===== src/hdl/gclp_pkg.sv =====
// ----------------------------------------------------------------------------
// G-code line parser package
// Shared codes, types and helpers for the G-code line parser core.
// ----------------------------------------------------------------------------
package gclp_pkg;

    // Default configuration
    localparam int FRACTION_DIGITS_DEF = 3;
    localparam int VALUE_WIDTH_DEF     = 32;

    // Line status codes; ST_OK also means "no error yet" inside the line
    typedef enum logic [2:0] {
        ST_OK           = 3'd0,
        ST_EMPTY        = 3'd1,
        ST_BAD_NUMBER   = 3'd2,
        ST_DUPLICATE    = 3'd3,
        ST_UNSUPPORTED  = 3'd4,
        ST_NONINTEGER   = 3'd5,
        ST_OPEN_COMMENT = 3'd6
    } status_t;

    // Word letters, in present_mask bit order
    typedef enum logic [2:0] {
        L_G = 3'd0,
        L_M = 3'd1,
        L_X = 3'd2,
        L_Y = 3'd3,
        L_F = 3'd4,
        L_S = 3'd5
    } letter_t;

    // Characters with a meaning of their own
    localparam logic [7:0] CH_NUL   = 8'h00;
    localparam logic [7:0] CH_SPACE = 8'h20;
    localparam logic [7:0] CH_LPAR  = 8'h28;
    localparam logic [7:0] CH_RPAR  = 8'h29;
    localparam logic [7:0] CH_PLUS  = 8'h2B;
    localparam logic [7:0] CH_MINUS = 8'h2D;
    localparam logic [7:0] CH_DOT   = 8'h2E;
    localparam logic [7:0] CH_ZERO  = 8'h30;
    localparam logic [7:0] CH_NINE  = 8'h39;
    localparam logic [7:0] CH_SEMI  = 8'h3B;

    // G/M integer limits; the integer part saturates just above both
    localparam logic [15:0] CODE_POS_MAX = 16'd32767;
    localparam logic [15:0] CODE_NEG_MAX = 16'd32768;
    localparam logic [15:0] CODE_SAT     = 16'd32769;

    // Flags and integer part of the number being read
    typedef struct packed {
        logic        negative;
        logic        digit_seen;
        logic        dot_seen;
        logic        overflow;
        logic        frac_nz;
        logic [15:0] int_code;
    } num_flags_t;

    // Outcome of closing a number
    typedef struct packed {
        status_t    err;
        logic [5:0] word_bit;
    } fin_t;

    // Width of the retained fraction digit counter
    function automatic int frac_cnt_width(input int fd);
        int w;
        w = 1;
        while ((1 << w) < (fd + 1)) begin
            w = w + 1;
        end
        return w;
    endfunction

endpackage


===== src/hdl/gclp_if.sv =====
// ----------------------------------------------------------------------------
// G-code line parser channels
// Character input channel and line result channel, valid/ready handshake.
// ----------------------------------------------------------------------------
interface gclp_char_if;
    logic       valid;
    logic       ready;
    logic [7:0] char_byte;

    modport source (output valid, output char_byte, input ready);
    modport sink   (input valid, input char_byte, output ready);
endinterface

interface gclp_result_if;
    logic               valid;
    logic               ready;
    logic        [2:0]  status;
    logic        [5:0]  present_mask;
    logic signed [15:0] g_code;
    logic signed [15:0] m_code;
    logic signed [31:0] x_value;
    logic signed [31:0] y_value;
    logic signed [31:0] feed_value;
    logic signed [31:0] s_value;

    modport source (output valid, output status, output present_mask, output g_code,
                    output m_code, output x_value, output y_value, output feed_value,
                    output s_value, input ready);
    modport sink   (input valid, input status, input present_mask, input g_code,
                    input m_code, input x_value, input y_value, input feed_value,
                    input s_value, output ready);
endinterface


===== src/hdl/gclp_finish.sv =====
// ----------------------------------------------------------------------------
// G-code number close
// Checks a finished number against range, integer and duplicate rules and
// forms the fixed-point value or the G/M code to store.
// ----------------------------------------------------------------------------
module gclp_finish #(
    parameter int FRACTION_DIGITS = gclp_pkg::FRACTION_DIGITS_DEF,
    parameter int VALUE_WIDTH     = gclp_pkg::VALUE_WIDTH_DEF
) (
    input  logic [VALUE_WIDTH-1:0]                            accum,
    input  logic [gclp_pkg::frac_cnt_width(FRACTION_DIGITS)-1:0] frac_cnt,
    input  gclp_pkg::num_flags_t                              flags,
    input  gclp_pkg::letter_t                                 letter,
    input  logic [5:0]                                        seen_mask,
    output gclp_pkg::fin_t                                    fin,
    output logic [15:0]                                       code_value,
    output logic [((VALUE_WIDTH < 32) ? VALUE_WIDTH : 32)-1:0] word_value
);

    localparam int OW = (VALUE_WIDTH < 32) ? VALUE_WIDTH : 32;

    // Magnitude limit 2^(VALUE_WIDTH-1) and its quotients by powers of ten
    localparam logic [64:0] LIM = 65'd1 << (VALUE_WIDTH - 1);
    localparam logic [64:0] PAD_LIM [8] = '{
        LIM, LIM / 10, LIM / 100, LIM / 1000, LIM / 10000,
        LIM / 100000, LIM / 1000000, LIM / 10000000
    };
    // Low bits of the padding scale factors
    localparam logic [OW-1:0] POW_LO [8] = '{
        OW'(1), OW'(10), OW'(100), OW'(1000), OW'(10000),
        OW'(100000), OW'(1000000), OW'(10000000)
    };

    logic [2:0]    pad_cnt;
    logic          pad_ovf;
    logic          at_lim;
    logic          bad;
    logic          is_code;
    logic          dup;
    logic [5:0]    word_bit;
    logic [15:0]   code_max;
    logic [OW-1:0] scaled;

    // Pad missing fraction digits with zeros: overflow iff accum * 10^k > LIM
    assign pad_cnt = 3'(FRACTION_DIGITS) - 3'(frac_cnt);
    assign pad_ovf = 65'(accum) > PAD_LIM[pad_cnt];
    // Only an unpadded value can equal the power-of-two limit
    assign at_lim  = (pad_cnt == 3'd0) && (65'(accum) == LIM) && !flags.negative;
    assign bad     = !flags.digit_seen || flags.overflow || pad_ovf || at_lim;

    assign is_code  = (letter == gclp_pkg::L_G) || (letter == gclp_pkg::L_M);
    assign word_bit = 6'(1) << letter;
    assign dup      = |(seen_mask & word_bit);
    assign code_max = flags.negative ? gclp_pkg::CODE_NEG_MAX : gclp_pkg::CODE_POS_MAX;

    // Pick the first failing check
    always_comb
    begin
        fin.word_bit = word_bit;
        if (bad)
        begin
            fin.err = gclp_pkg::ST_BAD_NUMBER;
        end
        else if (is_code && flags.frac_nz)
        begin
            fin.err = gclp_pkg::ST_NONINTEGER;
        end
        else if (is_code && (flags.int_code > code_max))
        begin
            fin.err = gclp_pkg::ST_BAD_NUMBER;
        end
        else if (dup)
        begin
            fin.err = gclp_pkg::ST_DUPLICATE;
        end
        else
        begin
            fin.err = gclp_pkg::ST_OK;
        end
    end

    // Form the stored values
    assign code_value = flags.negative ? 16'(16'd0 - flags.int_code) : flags.int_code;
    assign scaled     = OW'(accum[OW-1:0] * POW_LO[pad_cnt]);
    assign word_value = flags.negative ? OW'(OW'(0) - scaled) : scaled;

endmodule


===== src/hdl/gcode_line_parser_core.sv =====
// ----------------------------------------------------------------------------
// G-code line parser core
// Parses one G-code line a character at a time and returns the G, M, X, Y,
// F and S words with a status when the terminating zero byte arrives.
//
//   Channel   Dir  Beat contents
//   chars     in   char_byte: one line character, zero ends the line
//   results   out  status, present_mask, g_code, m_code, x/y/feed/s values
//
// One character beat is taken per cycle, also while a result waits; only a
// zero byte stalls, in the input register, while the previous result is
// still held. A character goes through the input register and the parse
// logic into the line state registers; a taken zero byte leaves a result
// beat in the output register.
// Reset (rst_n low, asynchronous) clears the line state and both valids.
// ----------------------------------------------------------------------------
module gcode_line_parser_core #(
    parameter int FRACTION_DIGITS = gclp_pkg::FRACTION_DIGITS_DEF,
    parameter int VALUE_WIDTH     = gclp_pkg::VALUE_WIDTH_DEF
) (
    input  logic                 clk,
    input  logic                 rst_n,
    gclp_char_if.sink            chars,
    gclp_result_if.source        results
);

    localparam int FCW = gclp_pkg::frac_cnt_width(FRACTION_DIGITS);
    localparam int OW  = (VALUE_WIDTH < 32) ? VALUE_WIDTH : 32;
    localparam int AW  = VALUE_WIDTH + 4;
    localparam logic [AW-1:0] LIM = AW'(1) << (VALUE_WIDTH - 1);

    typedef enum logic [2:0] {
        M_BETWEEN,
        M_AFTER_LETTER,
        M_NUMBER,
        M_COMMENT,
        M_SKIP
    } mode_t;

    // Input register
    logic       chv_reg;
    logic [7:0] ch_reg;

    // Line state
    mode_t                mode_reg,   mode_next;
    gclp_pkg::letter_t    letter_reg, letter_next;
    gclp_pkg::num_flags_t num_reg,    num_next;
    logic [VALUE_WIDTH-1:0] accum_reg, accum_next;
    logic [FCW-1:0]       fc_reg,     fc_next;
    logic [5:0]           mask_reg,   mask_next;
    logic [15:0]          code_reg [2];
    logic [15:0]          code_next [2];
    logic [OW-1:0]        val_reg [4];
    logic [OW-1:0]        val_next [4];
    gclp_pkg::status_t    err_reg,    err_next;

    // Result register
    logic              out_vld_reg;
    gclp_pkg::status_t res_status_reg;
    logic [5:0]        res_mask_reg;
    logic [15:0]       res_code_reg [2];
    logic [31:0]       res_val_reg [4];

    // Parse control
    logic              out_free;
    logic              eol_char;
    logic              advance;
    logic              eol_adv;
    logic              is_space;
    logic              is_digit;
    logic [3:0]        dval;
    logic [7:0]        upper;
    logic              letter_ok;
    gclp_pkg::letter_t letter_dec;
    logic [AW-1:0]     acc10;
    logic [19:0]       ic10;
    logic [1:0]        vidx;
    gclp_pkg::fin_t    fin;
    logic [15:0]       fin_code;
    logic [OW-1:0]     fin_value;
    gclp_pkg::status_t final_status;

    // Handshake
    assign out_free     = !out_vld_reg || results.ready;
    assign eol_char     = (ch_reg == gclp_pkg::CH_NUL);
    assign advance      = chv_reg && (!eol_char || out_free);
    assign eol_adv      = advance && eol_char;
    assign chars.ready  = !chv_reg || advance;

    // Hold the input beat
    always_ff @(posedge clk or negedge rst_n)
    begin
        if (!rst_n)
        begin
            chv_reg <= 1'b0;
        end
        else if (chars.ready)
        begin
            chv_reg <= chars.valid;
        end
    end

    always_ff @(posedge clk)
    begin
        if (chars.ready)
        begin
            ch_reg <= chars.char_byte;
        end
    end

    // Classify the character
    always_comb
    begin
        case (ch_reg) inside
            [8'd9:8'd13], gclp_pkg::CH_SPACE: is_space = 1'b1;
            default:                          is_space = 1'b0;
        endcase
        is_digit = (ch_reg >= gclp_pkg::CH_ZERO) && (ch_reg <= gclp_pkg::CH_NINE);
        dval     = 4'(ch_reg - gclp_pkg::CH_ZERO);
        upper    = ((ch_reg >= 8'h61) && (ch_reg <= 8'h7A)) ? (ch_reg - 8'h20) : ch_reg;
        letter_ok = 1'b1;
        case (upper)
            8'h47:   letter_dec = gclp_pkg::L_G;
            8'h4D:   letter_dec = gclp_pkg::L_M;
            8'h58:   letter_dec = gclp_pkg::L_X;
            8'h59:   letter_dec = gclp_pkg::L_Y;
            8'h46:   letter_dec = gclp_pkg::L_F;
            8'h53:   letter_dec = gclp_pkg::L_S;
            default:
            begin
                letter_dec = gclp_pkg::L_G;
                letter_ok  = 1'b0;
            end
        endcase
    end

    // Multiply-accumulate one digit into the value and the saturating code
    assign acc10 = (AW'(accum_reg) << 3) + (AW'(accum_reg) << 1) + AW'(dval);
    assign ic10  = (20'(num_reg.int_code) << 3) + (20'(num_reg.int_code) << 1) + 20'(dval);

    gclp_finish #(
        .FRACTION_DIGITS (FRACTION_DIGITS),
        .VALUE_WIDTH     (VALUE_WIDTH)
    ) u_finish (
        .accum      (accum_reg),
        .frac_cnt   (fc_reg),
        .flags      (num_reg),
        .letter     (letter_reg),
        .seen_mask  (mask_reg),
        .fin        (fin),
        .code_value (fin_code),
        .word_value (fin_value)
    );

    assign vidx = 2'(letter_reg - 3'd2);

    // Per-character update of the line state
    always_comb
    begin
        logic              do_between;
        logic              do_digit;
        logic              do_finish;
        logic              raise;
        gclp_pkg::status_t raise_code;

        mode_next   = mode_reg;
        letter_next = letter_reg;
        num_next    = num_reg;
        accum_next  = accum_reg;
        fc_next     = fc_reg;
        mask_next   = mask_reg;
        code_next   = code_reg;
        val_next    = val_reg;
        err_next    = err_reg;
        do_between  = 1'b0;
        do_digit    = 1'b0;
        do_finish   = 1'b0;
        raise       = 1'b0;
        raise_code  = gclp_pkg::ST_OK;

        case (mode_reg)
            M_BETWEEN:
            begin
                do_between = !eol_char;
            end
            M_AFTER_LETTER:
            begin
                if (eol_char)
                begin
                    raise      = 1'b1;
                    raise_code = gclp_pkg::ST_BAD_NUMBER;
                end
                else if (is_space)
                begin
                    mode_next = M_AFTER_LETTER;
                end
                else if ((ch_reg == gclp_pkg::CH_PLUS) || (ch_reg == gclp_pkg::CH_MINUS))
                begin
                    num_next.negative = (ch_reg == gclp_pkg::CH_MINUS);
                    mode_next         = M_NUMBER;
                end
                else if (is_digit || (ch_reg == gclp_pkg::CH_DOT))
                begin
                    mode_next = M_NUMBER;
                    do_digit  = 1'b1;
                end
                else
                begin
                    raise      = 1'b1;
                    raise_code = gclp_pkg::ST_BAD_NUMBER;
                end
            end
            M_NUMBER:
            begin
                if (!eol_char && (is_digit ||
                    ((ch_reg == gclp_pkg::CH_DOT) && !num_reg.dot_seen)))
                begin
                    do_digit = 1'b1;
                end
                else
                begin
                    do_finish = 1'b1;
                end
            end
            M_COMMENT:
            begin
                if (eol_char)
                begin
                    raise      = 1'b1;
                    raise_code = gclp_pkg::ST_OPEN_COMMENT;
                end
                else if (ch_reg == gclp_pkg::CH_RPAR)
                begin
                    mode_next = M_BETWEEN;
                end
            end
            default:
            begin
                mode_next = mode_reg;
            end
        endcase

        // Take a digit or the decimal point
        if (do_digit)
        begin
            if (is_digit)
            begin
                num_next.digit_seen = 1'b1;
                if (!num_reg.dot_seen || (fc_reg < FCW'(FRACTION_DIGITS)))
                begin
                    if (!num_reg.overflow)
                    begin
                        if (acc10 > LIM)
                        begin
                            num_next.overflow = 1'b1;
                        end
                        else
                        begin
                            accum_next = acc10[VALUE_WIDTH-1:0];
                        end
                    end
                end
                if (!num_reg.dot_seen)
                begin
                    num_next.int_code = (ic10 > 20'(gclp_pkg::CODE_SAT)) ?
                                        gclp_pkg::CODE_SAT : ic10[15:0];
                end
                else if (fc_reg < FCW'(FRACTION_DIGITS))
                begin
                    fc_next = fc_reg + FCW'(1);
                    if (dval != 4'd0)
                    begin
                        num_next.frac_nz = 1'b1;
                    end
                end
            end
            else
            begin
                num_next.dot_seen = 1'b1;
            end
        end

        // Close the number and store the word
        if (do_finish)
        begin
            if (fin.err != gclp_pkg::ST_OK)
            begin
                raise      = 1'b1;
                raise_code = fin.err;
            end
            else
            begin
                mask_next = mask_reg | fin.word_bit;
                if ((letter_reg == gclp_pkg::L_G) || (letter_reg == gclp_pkg::L_M))
                begin
                    code_next[letter_reg[0]] = fin_code;
                end
                else
                begin
                    val_next[vidx] = fin_value;
                end
                mode_next  = M_BETWEEN;
                do_between = !eol_char;
            end
        end

        // Look for the next word
        if (do_between)
        begin
            if (is_space)
            begin
                mode_next = M_BETWEEN;
            end
            else if (ch_reg == gclp_pkg::CH_SEMI)
            begin
                mode_next = M_SKIP;
            end
            else if (ch_reg == gclp_pkg::CH_LPAR)
            begin
                mode_next = M_COMMENT;
            end
            else if (letter_ok)
            begin
                letter_next = letter_dec;
                num_next    = '0;
                accum_next  = '0;
                fc_next     = '0;
                mode_next   = M_AFTER_LETTER;
            end
            else
            begin
                raise      = 1'b1;
                raise_code = gclp_pkg::ST_UNSUPPORTED;
            end
        end

        // Keep the first error, skip the rest of the line
        if (raise)
        begin
            if (err_reg == gclp_pkg::ST_OK)
            begin
                err_next = raise_code;
            end
            mode_next = M_SKIP;
        end
    end

    // Status of a finished line
    always_comb
    begin
        if (err_next != gclp_pkg::ST_OK)
        begin
            final_status = err_next;
        end
        else if (mask_next != 6'd0)
        begin
            final_status = gclp_pkg::ST_OK;
        end
        else
        begin
            final_status = gclp_pkg::ST_EMPTY;
        end
    end

    // Advance line state; clear it when the line ends
    always_ff @(posedge clk or negedge rst_n)
    begin
        if (!rst_n)
        begin
            mode_reg    <= M_BETWEEN;
            letter_reg  <= gclp_pkg::L_G;
            num_reg     <= '0;
            accum_reg   <= '0;
            fc_reg      <= '0;
            mask_reg    <= '0;
            code_reg    <= '{default: '0};
            val_reg     <= '{default: '0};
            err_reg     <= gclp_pkg::ST_OK;
            out_vld_reg <= 1'b0;
        end
        else
        begin
            if (eol_adv)
            begin
                mode_reg    <= M_BETWEEN;
                letter_reg  <= gclp_pkg::L_G;
                num_reg     <= '0;
                accum_reg   <= '0;
                fc_reg      <= '0;
                mask_reg    <= '0;
                code_reg    <= '{default: '0};
                val_reg     <= '{default: '0};
                err_reg     <= gclp_pkg::ST_OK;
            end
            else if (advance)
            begin
                mode_reg    <= mode_next;
                letter_reg  <= letter_next;
                num_reg     <= num_next;
                accum_reg   <= accum_next;
                fc_reg      <= fc_next;
                mask_reg    <= mask_next;
                code_reg    <= code_next;
                val_reg     <= val_next;
                err_reg     <= err_next;
            end

            if (eol_adv)
            begin
                out_vld_reg <= 1'b1;
            end
            else if (results.ready)
            begin
                out_vld_reg <= 1'b0;
            end
        end
    end

    // Capture the result beat
    always_ff @(posedge clk)
    begin
        if (eol_adv)
        begin
            res_status_reg  <= final_status;
            res_mask_reg    <= mask_next;
            res_code_reg[0] <= code_next[0];
            res_code_reg[1] <= code_next[1];
            res_val_reg[0]  <= 32'(val_next[0]);
            res_val_reg[1]  <= 32'(val_next[1]);
            res_val_reg[2]  <= 32'(val_next[2]);
            res_val_reg[3]  <= 32'(val_next[3]);
        end
    end

    assign results.valid        = out_vld_reg;
    assign results.status       = res_status_reg;
    assign results.present_mask = res_mask_reg;
    assign results.g_code       = $signed(res_code_reg[0]);
    assign results.m_code       = $signed(res_code_reg[1]);
    assign results.x_value      = $signed(res_val_reg[0]);
    assign results.y_value      = $signed(res_val_reg[1]);
    assign results.feed_value   = $signed(res_val_reg[2]);
    assign results.s_value      = $signed(res_val_reg[3]);

    // A result beat only appears after a line end was taken
    a_result_after_eol: assert property (@(posedge clk) disable iff (!rst_n)
        $rose(out_vld_reg) |-> $past(eol_adv))
        else $error("result beat without a line end");

    // Line state is clean after every line end
    a_line_cleared: assert property (@(posedge clk) disable iff (!rst_n)
        eol_adv |=> (mode_reg == M_BETWEEN) && (mask_reg == 6'd0) &&
                    (err_reg == gclp_pkg::ST_OK))
        else $error("line state not cleared after line end");

    // Empty status carries no words
    a_empty_no_words: assert property (@(posedge clk) disable iff (!rst_n)
        out_vld_reg && (res_status_reg == gclp_pkg::ST_EMPTY) |-> (res_mask_reg == 6'd0))
        else $error("empty line reports words");

    // OK status carries at least one word
    a_ok_has_words: assert property (@(posedge clk) disable iff (!rst_n)
        out_vld_reg && (res_status_reg == gclp_pkg::ST_OK) |-> (res_mask_reg != 6'd0))
        else $error("ok line reports no words");

    // A missing X word reads as zero
    a_absent_x_zero: assert property (@(posedge clk) disable iff (!rst_n)
        out_vld_reg && !res_mask_reg[2] |-> (res_val_reg[0] == 32'd0))
        else $error("absent X word has a value");

endmodule


===== src/flat_wrapper.sv =====
// flat-port wrapper written by rule: the top's interface ports become plain ports
module gcode_line_parser_core_flat 
#(
    parameter int FRACTION_DIGITS = gclp_pkg::FRACTION_DIGITS_DEF,
    parameter int VALUE_WIDTH     = gclp_pkg::VALUE_WIDTH_DEF
)
  (clk, rst_n, chars_valid, chars_char_byte, chars_ready, results_valid, results_status, results_present_mask, results_g_code, results_m_code, results_x_value, results_y_value, results_feed_value, results_s_value, results_ready);
  gclp_char_if chars_i ();
  gclp_result_if results_i ();
  input  logic clk;
  input  logic rst_n;
  input wire logic [$bits(chars_i.valid)-1:0] chars_valid;
  input wire logic [$bits(chars_i.char_byte)-1:0] chars_char_byte;
  output wire logic [$bits(chars_i.ready)-1:0] chars_ready;
  output wire logic [$bits(results_i.valid)-1:0] results_valid;
  output wire logic [$bits(results_i.status)-1:0] results_status;
  output wire logic [$bits(results_i.present_mask)-1:0] results_present_mask;
  output wire logic [$bits(results_i.g_code)-1:0] results_g_code;
  output wire logic [$bits(results_i.m_code)-1:0] results_m_code;
  output wire logic [$bits(results_i.x_value)-1:0] results_x_value;
  output wire logic [$bits(results_i.y_value)-1:0] results_y_value;
  output wire logic [$bits(results_i.feed_value)-1:0] results_feed_value;
  output wire logic [$bits(results_i.s_value)-1:0] results_s_value;
  input wire logic [$bits(results_i.ready)-1:0] results_ready;
  assign chars_i.valid = chars_valid;
  assign chars_i.char_byte = chars_char_byte;
  assign chars_ready = chars_i.ready;
  assign results_valid = results_i.valid;
  assign results_status = results_i.status;
  assign results_present_mask = results_i.present_mask;
  assign results_g_code = results_i.g_code;
  assign results_m_code = results_i.m_code;
  assign results_x_value = results_i.x_value;
  assign results_y_value = results_i.y_value;
  assign results_feed_value = results_i.feed_value;
  assign results_s_value = results_i.s_value;
  assign results_i.ready = results_ready;
  gcode_line_parser_core #(.FRACTION_DIGITS(FRACTION_DIGITS), .VALUE_WIDTH(VALUE_WIDTH)) u_core (.clk(clk), .rst_n(rst_n), .chars(chars_i), .results(results_i));
endmodule

===== config.mk =====
export PLATFORM = sky130hd
export DESIGN_NAME = gcode_line_parser_core_flat
export DESIGN_NICKNAME = d
export VERILOG_FILES = /design/src/hdl/gclp_pkg.sv /design/src/hdl/gclp_if.sv /design/src/hdl/gclp_finish.sv /design/src/hdl/gcode_line_parser_core.sv /design/src/flat_wrapper.sv
export SDC_FILE = /design/constraint.sdc
export NUM_CORES = 1
export LEC_CHECK = 0
export BUFFER_PORTS_ARGS = -buffer_cell sky130_fd_sc_hd__buf_2
export CAP_MARGIN = 10
export CORE_MARGIN = 4
export CORE_UTILIZATION = 57
export CTS_CLUSTER_SIZE = 30
export DETAILED_ROUTE_END_ITERATION = 8
export PLACE_DENSITY = 0.83
export SYNTH_ARGS = -nofsm -noshare
export SYNTH_HDL_FRONTEND = slang
export SYNTH_SLANG_ARGS = --single-unit

===== constraint.sdc =====
create_clock -name clk -period 10.3 [get_ports clk]
set_input_delay 1.03 -clock clk [delete_from_list [all_inputs] [get_ports clk]]
set_output_delay 1.03 -clock clk [all_outputs]
set_load 0.1 [all_outputs]

Yosys cells after proc, flatten, opt, wreduce, memory -nomap -nowiden
Memories as Yosys holds them, arrays and structs flattened. Index checks and enable logic that the tools add are counted.

Register bits: 249. RAM bits: 160. Bits in read-only memories: 776. Logic and storage cells: 281. Memories kept: 4.

Memories: (name not given) (words 8, bits a word 65, read ports 1, clocked after Yosys merged registers in 0, write ports 0, RTL line gclp_finish.sv:46) `assign pad_ovf = 65'(accum) > PAD_LIM[pad_cnt];`; (name not given) (words 8, bits a word 32, read ports 1, clocked after Yosys merged registers in 0, write ports 0, RTL line gclp_finish.sv:84) `assign scaled = OW'(accum[OW-1:0] * POW_LO[pad_cnt]);`; u_core.res_val_reg (words 4, bits a word 32, read ports 4, clocked after Yosys merged registers in 0, write ports 4, RTL line gcode_line_parser_core.sv:62) `logic [31:0] res_val_reg [4];`; u_core.res_code_reg (words 2, bits a word 16, read ports 2, clocked after Yosys merged registers in 0, write ports 2, RTL line gcode_line_parser_core.sv:61) `logic [15:0] res_code_reg [2];`.

Add/subtract/negate cells: 11. Multiply operators: 1. Magnitude comparators: 16. Equal/unequal tests: 21. Shift operators: 1. Multiplexer cells: 152. Bitwise operators: 5. Reduce and logical (&&, ||, !) cells: 47.

Operators by type and width (count): 32-bit 2-to-1 mux (21); 128-bit 2-to-1 mux (5); 21-bit 2-to-1 mux (7); 65-bit 2-to-1 mux (2); 128-bit bitwise mux (1); 3-bit 2-to-1 mux (41); 16-bit 2-to-1 mux (5); 32-bit by 65-bit > comparator with 1-bit output (1); 32-bit demux with 2-bit select (1); 8-bit by 6-bit == test with 1-bit output, second input constant (7); 8-bit by 7-bit == test with 1-bit output, second input constant (6); 1-bit 2-to-1 mux (41); 35-bit by 33-bit adder with 36-bit output (1); 36-bit by 4-bit adder with 36-bit output (1); 36-bit by 32-bit > comparator with 1-bit output, second input constant (1); 32-bit bitwise mux (1); 32-bit == test, second input constant (1); 32-bit by 32-bit multiplier with 32-bit output (1); 1-bit by 32-bit subtractor with 32-bit output, first input constant (1); 2-bit 2-to-1 mux (14); 6-bit 2-to-1 mux (4); 19-bit by 17-bit adder with 20-bit output (1); 20-bit by 4-bit adder with 20-bit output (1); 20-bit by 16-bit > comparator with 1-bit output, second input constant (1); 47 further kinds (88).

Depth between registers and ports, before layout
Depth in word-level cells: 21. Gate-level depth with buffers: 30.

Modules after synthesis
A second synthesis with hierarchy kept.

Cell total of the unflattened synthesis: 2880. Area, all modules: 30939.7 sq um.

Modules (own cells, without submodules): gcode_line_parser_core (times used 1, cells each 1559, area an instance 19797.7 sq um, sequential area each 11120.7 sq um); gclp_finish (times used 1, cells each 1321, area an instance 11141.9 sq um, sequential area each 0.0 sq um).

Worst setup path after synthesis
OpenSTA, ideal clock, no wires.

Path kind: reg-to-reg. Start point: register u_core.fc_reg[1]. End point: memory u_core.res_val_reg[2][31] (data pin). Library setup time: 0.260 ns. Arrival time: 8.548 ns. Data required time: 10.040 ns. Setup slack: 1.492 ns. Cell stages (with the launch flop): 31. Clock period less this slack: 8.808 ns. Cell sequence: dfrtp_1 clkbuf_1 clkinv_1 ha_1 clkbuf_1 clkbuf_1 and2_1 fa_1 fa_1 ha_1 inv_1 fa_1 inv_1 ha_1 ha_1 fa_1 inv_1 fa_1 inv_1 ha_1 buf_2 a21o_1 or3_1 or3_1 o211a_1 or2_1 o311ai_4 o21ba_2 a41oi_2 xnor2_1 mux2_2.

RTL lines: from (decl) (RTL line gcode_line_parser_core.sv:49) `logic [FCW-1:0] fc_reg, fc_next;`; from (signal assigned) (RTL line gcode_line_parser_core.sv:401) `fc_reg <= fc_next;`; to (decl) (RTL line gcode_line_parser_core.sv:62).

==> results.rst <==
.. list-table::
   :header-rows: 1

   * - Metric
     - Value
   * - Total design power
     - ~0.0034 W
   * - Final Hold Vio Count
     - 0
   * - Buffer cell driving the clock tree root
     - sky130_fd_sc_hd__clkbuf_16
   * - Number of synthesized flops with an enable pin
     - between 150 and 200
   * - Layout cells sized above 1
     - 0.1207
   * - Capturing element type of the critical path
     - flop
   * - Worst slew slack as a fraction of its limit
     - 0.2550
   * - Number of synthesized register bits
     - 409
   * - Cell area after synthesis
     - about 32000 um2
   * - Share of synthesized cell area in and, or, nand and nor gates
     - 0.1261
   * - Pin count of the biggest net entering global routing
     - about 150
   * - CTS tree
     - yes
   * - Wire length of the first global-routing pass
     - between 100 and 150 mm
   * - Syn. warnings
     - 0
   * - Violation count after the first detailed-route iteration
     - a little over 2000
   * - Area share of fa/ha/maj cells after synthesis
     - 0.2389
   * - Total global-route track usage
     - 0.2554
   * - Number of cells on the worst reg-to-reg path
     - 27
   * - TritonCTS Buffers
     - 41
   * - Max-cap violation count
     - 0
   * - Transition at the pin with the smallest max-transition slack
     - 1.118 ns
   * - Proportion of register bits with asynchronous set or reset after synthesis
     - 0.5672
   * - Shortest clock period the worst path allows after layout
     - ~9.5 ns
   * - Post-Route WL
     - 77.07 mm
   * - Vias per cell
     - around 6.0
   * - Peak fanout along the critical path
     - 30
   * - Commonest cells after routing, fill and taps aside
     - sky130_fd_sc_hd__inv_1 (344), sky130_fd_sc_hd__ha_1 (328), sky130_fd_sc_hd__nand2_1 (276)
   * - Number of optimization iterations in the first detailed-route pass
     - 7
   * - Area growth from synthesis to layout
     - 8.998%
   * - Distinct cell type count after synthesis
     - slightly above 90
   * - Vias
     - 24180
   * - Critical path start-end classification
     - reg -> reg
   * - Vias in the first global route
     - 24050
   * - Setup repair after global routing missed its margin
     - no
   * - Global placement routability congestion
     - roughly 0.91
   * - Number of cells in the design after placement
     - 3930
   * - Post-synthesis share of cell area spent on xor and xnor gates
     - 0.03291
   * - Floorplan die area
     - between 50000 and 60000 um2
   * - Setup TNS Final
     - 0 ns
   * - H-Tree Level Count
     - 2
   * - Synthesized Nets
     - 3623
   * - Most common cell after layout, fill and taps aside
     - sky130_fd_sc_hd__inv_1
   * - Nets
     - about 3700
   * - Antenna Nets Post-Route
     - 0
   * - Post-layout instance count excluding filler cells
     - approximately 4000
   * - Run status
     - completed
   * - Wire length per cell after detailed routing
     - 19.25 um
   * - Die boundary height
     - 243.4 um
   * - Initial antenna violation count
     - 2
   * - Count of endpoints failing setup in the final report
     - 0
   * - Pleak
     - 16.37 nW
   * - Clock input transition at the sequential cells of the worst setup and hold paths
     - 0.06 ns
   * - Post-synthesis cell count
     - 3111
   * - Post-DP HPWL
     - 55.55 mm
   * - DIE WIDTH
     - 243.4 um
   * - Synth Area in Compound Gates
     - 0.1505
   * - Clock net sink count
     - 409
   * - Launch instance of the worst register-to-register path
     - u_core.fc_reg[1]
   * - Setup skew after layout
     - between 0.03 and 0.04 ns
   * - Data arrival time of the worst path
     - 9.80 ns
   * - FF-to-FF End
     - u_core.res_val_reg[3][30]
   * - Worst setup SP type
     - flop
   * - Final setup margin
     - 0.7628 ns
   * - Dominant combinational cell family by area after synthesis
     - adder cells
   * - Cell row count
     - 86
   * - Multiplexer share of the synthesized area
     - 0.04162
   * - Min-Delay Path Class
     - in -> async
   * - Number of buffers on the longest clock path
     - 3
   * - Highest clock rate
     - 104.9 MHz
   * - Power density of the placed cells
     - 98.51 nW/um2
   * - Clock insertion delay at the later pin of the skew report
     - 0.57 ns
   * - Starting density of the core
     - 0.5746
   * - Final routed DRC violation total
     - 0
   * - CTS-repair resized insts
     - 0
   * - Mean instance size in the synthesized netlist
     - 10.16 um2
   * - Count of buffers added by post-CTS timing repair for setup
     - 0
   * - VDD IR-drop max
     - slightly above 0.0001 V
   * - Num ports
     - 183
   * - FF-to-FF setup slack
     - between 0.7 and 0.8 ns
   * - Primary flip-flop cell chosen by synthesis mapping
     - sky130_fd_sc_hd__dfrtp_1
   * - Count of pins over their slew limit
     - 0
   * - Sequential fraction of the synthesis area
     - 0.3520
   * - Crit share post-route
     - 0.9259
   * - Number of buffers added on ports
     - around 180
   * - Post-cts hold buffer count
     - 0
   * - Final antenna diode count
     - 0
   * - Area inside the core boundary
     - 54990 um2
   * - Setup Slack @ Placement
     - 0.8425 ns
   * - GR Overflow Total
     - 0
   * - Required time at the endpoint of the critical path
     - 10.57 ns
==> critical path: stages (launching register included) <==
cell                       delay [ns]
sky130_fd_sc_hd__dfrtp_1         0.32
sky130_fd_sc_hd__buf_4           0.27
sky130_fd_sc_hd__clkinv_1        0.41
sky130_fd_sc_hd__ha_1            0.68
sky130_fd_sc_hd__and2_1          0.33
sky130_fd_sc_hd__ha_1            0.27
sky130_fd_sc_hd__inv_1           0.05
sky130_fd_sc_hd__fa_1            0.50
sky130_fd_sc_hd__fa_1            0.51
sky130_fd_sc_hd__fa_1            0.50
sky130_fd_sc_hd__inv_1           0.05
sky130_fd_sc_hd__ha_1            0.30
sky130_fd_sc_hd__ha_1            0.32
sky130_fd_sc_hd__fa_1            0.53
sky130_fd_sc_hd__inv_1           0.05
sky130_fd_sc_hd__fa_1            0.52
sky130_fd_sc_hd__inv_1           0.04
sky130_fd_sc_hd__ha_1            0.39
sky130_fd_sc_hd__a211oi_1        0.35
sky130_fd_sc_hd__o21bai_1        0.22
sky130_fd_sc_hd__or3_1           0.37
sky130_fd_sc_hd__o211ai_1        0.28
sky130_fd_sc_hd__o211ai_1        0.21
sky130_fd_sc_hd__nor4_2          0.51
sky130_fd_sc_hd__or4b_4          0.56
sky130_fd_sc_hd__o31ai_4         0.22
sky130_fd_sc_hd__xor2_2          0.29
sky130_fd_sc_hd__o21ai_0         0.17
==> worst max-delay path by stage <==
stage,start,to,cells after the start
floorplan,u_core.fc_reg[1],u_core.res_val_reg[2][31],30
global placement,u_core.fc_reg[1],u_core.res_val_reg[1][26],27
detailed placement,u_core.fc_reg[1],u_core.res_val_reg[2][26],27
CTS,u_core.fc_reg[1],u_core.res_val_reg[3][30],27
global route,u_core.fc_reg[1],u_core.res_val_reg[3][30],27
finish,u_core.fc_reg[1],u_core.res_val_reg[3][30],27
==> synth_stat cells, types with 27 or more instances <==
master	count	area share
sky130_fd_sc_hd__nor3_1	39	0.0062
sky130_fd_sc_hd__nor2b_1	57	0.011
sky130_fd_sc_hd__dfrtp_1	232	0.18
sky130_fd_sc_hd__xor2_1	33	0.0091
sky130_fd_sc_hd__o21ai_0	211	0.033
sky130_fd_sc_hd__nand3_1	37	0.0059
sky130_fd_sc_hd__a21o_1	35	0.0083
sky130_fd_sc_hd__mux2i_1	32	0.010
sky130_fd_sc_hd__clkbuf_1	105	0.012
sky130_fd_sc_hd__mux2_2	83	0.030
sky130_fd_sc_hd__a21oi_1	92	0.015
sky130_fd_sc_hd__and2_1	64	0.013
sky130_fd_sc_hd__nand2_1	276	0.033
sky130_fd_sc_hd__nand4_1	27	0.0053
sky130_fd_sc_hd__ha_1	328	0.13
sky130_fd_sc_hd__nand2b_1	27	0.0053
sky130_fd_sc_hd__nor2_1	129	0.015
sky130_fd_sc_hd__inv_1	344	0.041
sky130_fd_sc_hd__edfxtp_1	177	0.17
sky130_fd_sc_hd__xnor2_1	82	0.023
sky130_fd_sc_hd__fa_1	172	0.11
sky130_fd_sc_hd__a22o_1	112	0.031
sky130_fd_sc_hd__o21a_1	28	0.0067
==> area by class of cell <==
| class | instances | area (um2) |
|---|---|---|
| flip-flops and latches | 409 | 11120 |
| fillers | 4239 | 20550 |
| clock inverters | 25 | 225.2 |
| multi-input cells | 2223 | 18680 |
| inverters | 347 | 1308 |
| repair buffers | 203 | 1091 |
| clock buffers | 49 | 1076 |
| well taps | 748 | 935.9 |
==> through the flow <==
| step | hold WS (ns) | cell area (um2) | util |
|---|---|---|---|
| floorplan | 0.4433 | 31590 | - |
| global placement | 0.4568 | 33130 | 0.6026 |
| detailed placement | 0.4646 | 33130 | 0.6026 |
| CTS | 0.4699 | 34440 | 0.6263 |
| global route | 0.4921 | 34440 | 0.6263 |
| finish | 0.4413 | 34440 | 0.6263 |
==> metal layers <==
layer,vias to the layer above,GRT usage,routed length [um]
li1,11190,-,-
met5,-,0,12
met1,11900,0.3470,32530
met3,158,0.04160,5399
met2,940,0.4255,36900
met4,2,0.07775,2226
==> cell families after synthesis <==
group	Yosys count
AND/OR/NAND/NOR	793
AO/OA/AOI/OAI	694
adder cells (fa/ha/maj)	500
buffers and inverters	479
flip-flops	409
multiplexers	119
XOR/XNOR	117
==> where the power goes <==
part / total, W / switching, W / leakage, nW / internal (W)
Clock: 0.00147 / 0.000645 / 0.648 / 0.000829
Sequential: 0.00173 / 0.0000230 / 4.72 / 0.00171
Combinational: 0.000184 / 0.000124 / 11.0 / 0.0000595
No activity file was read; power rests on OpenSTA's default activity.
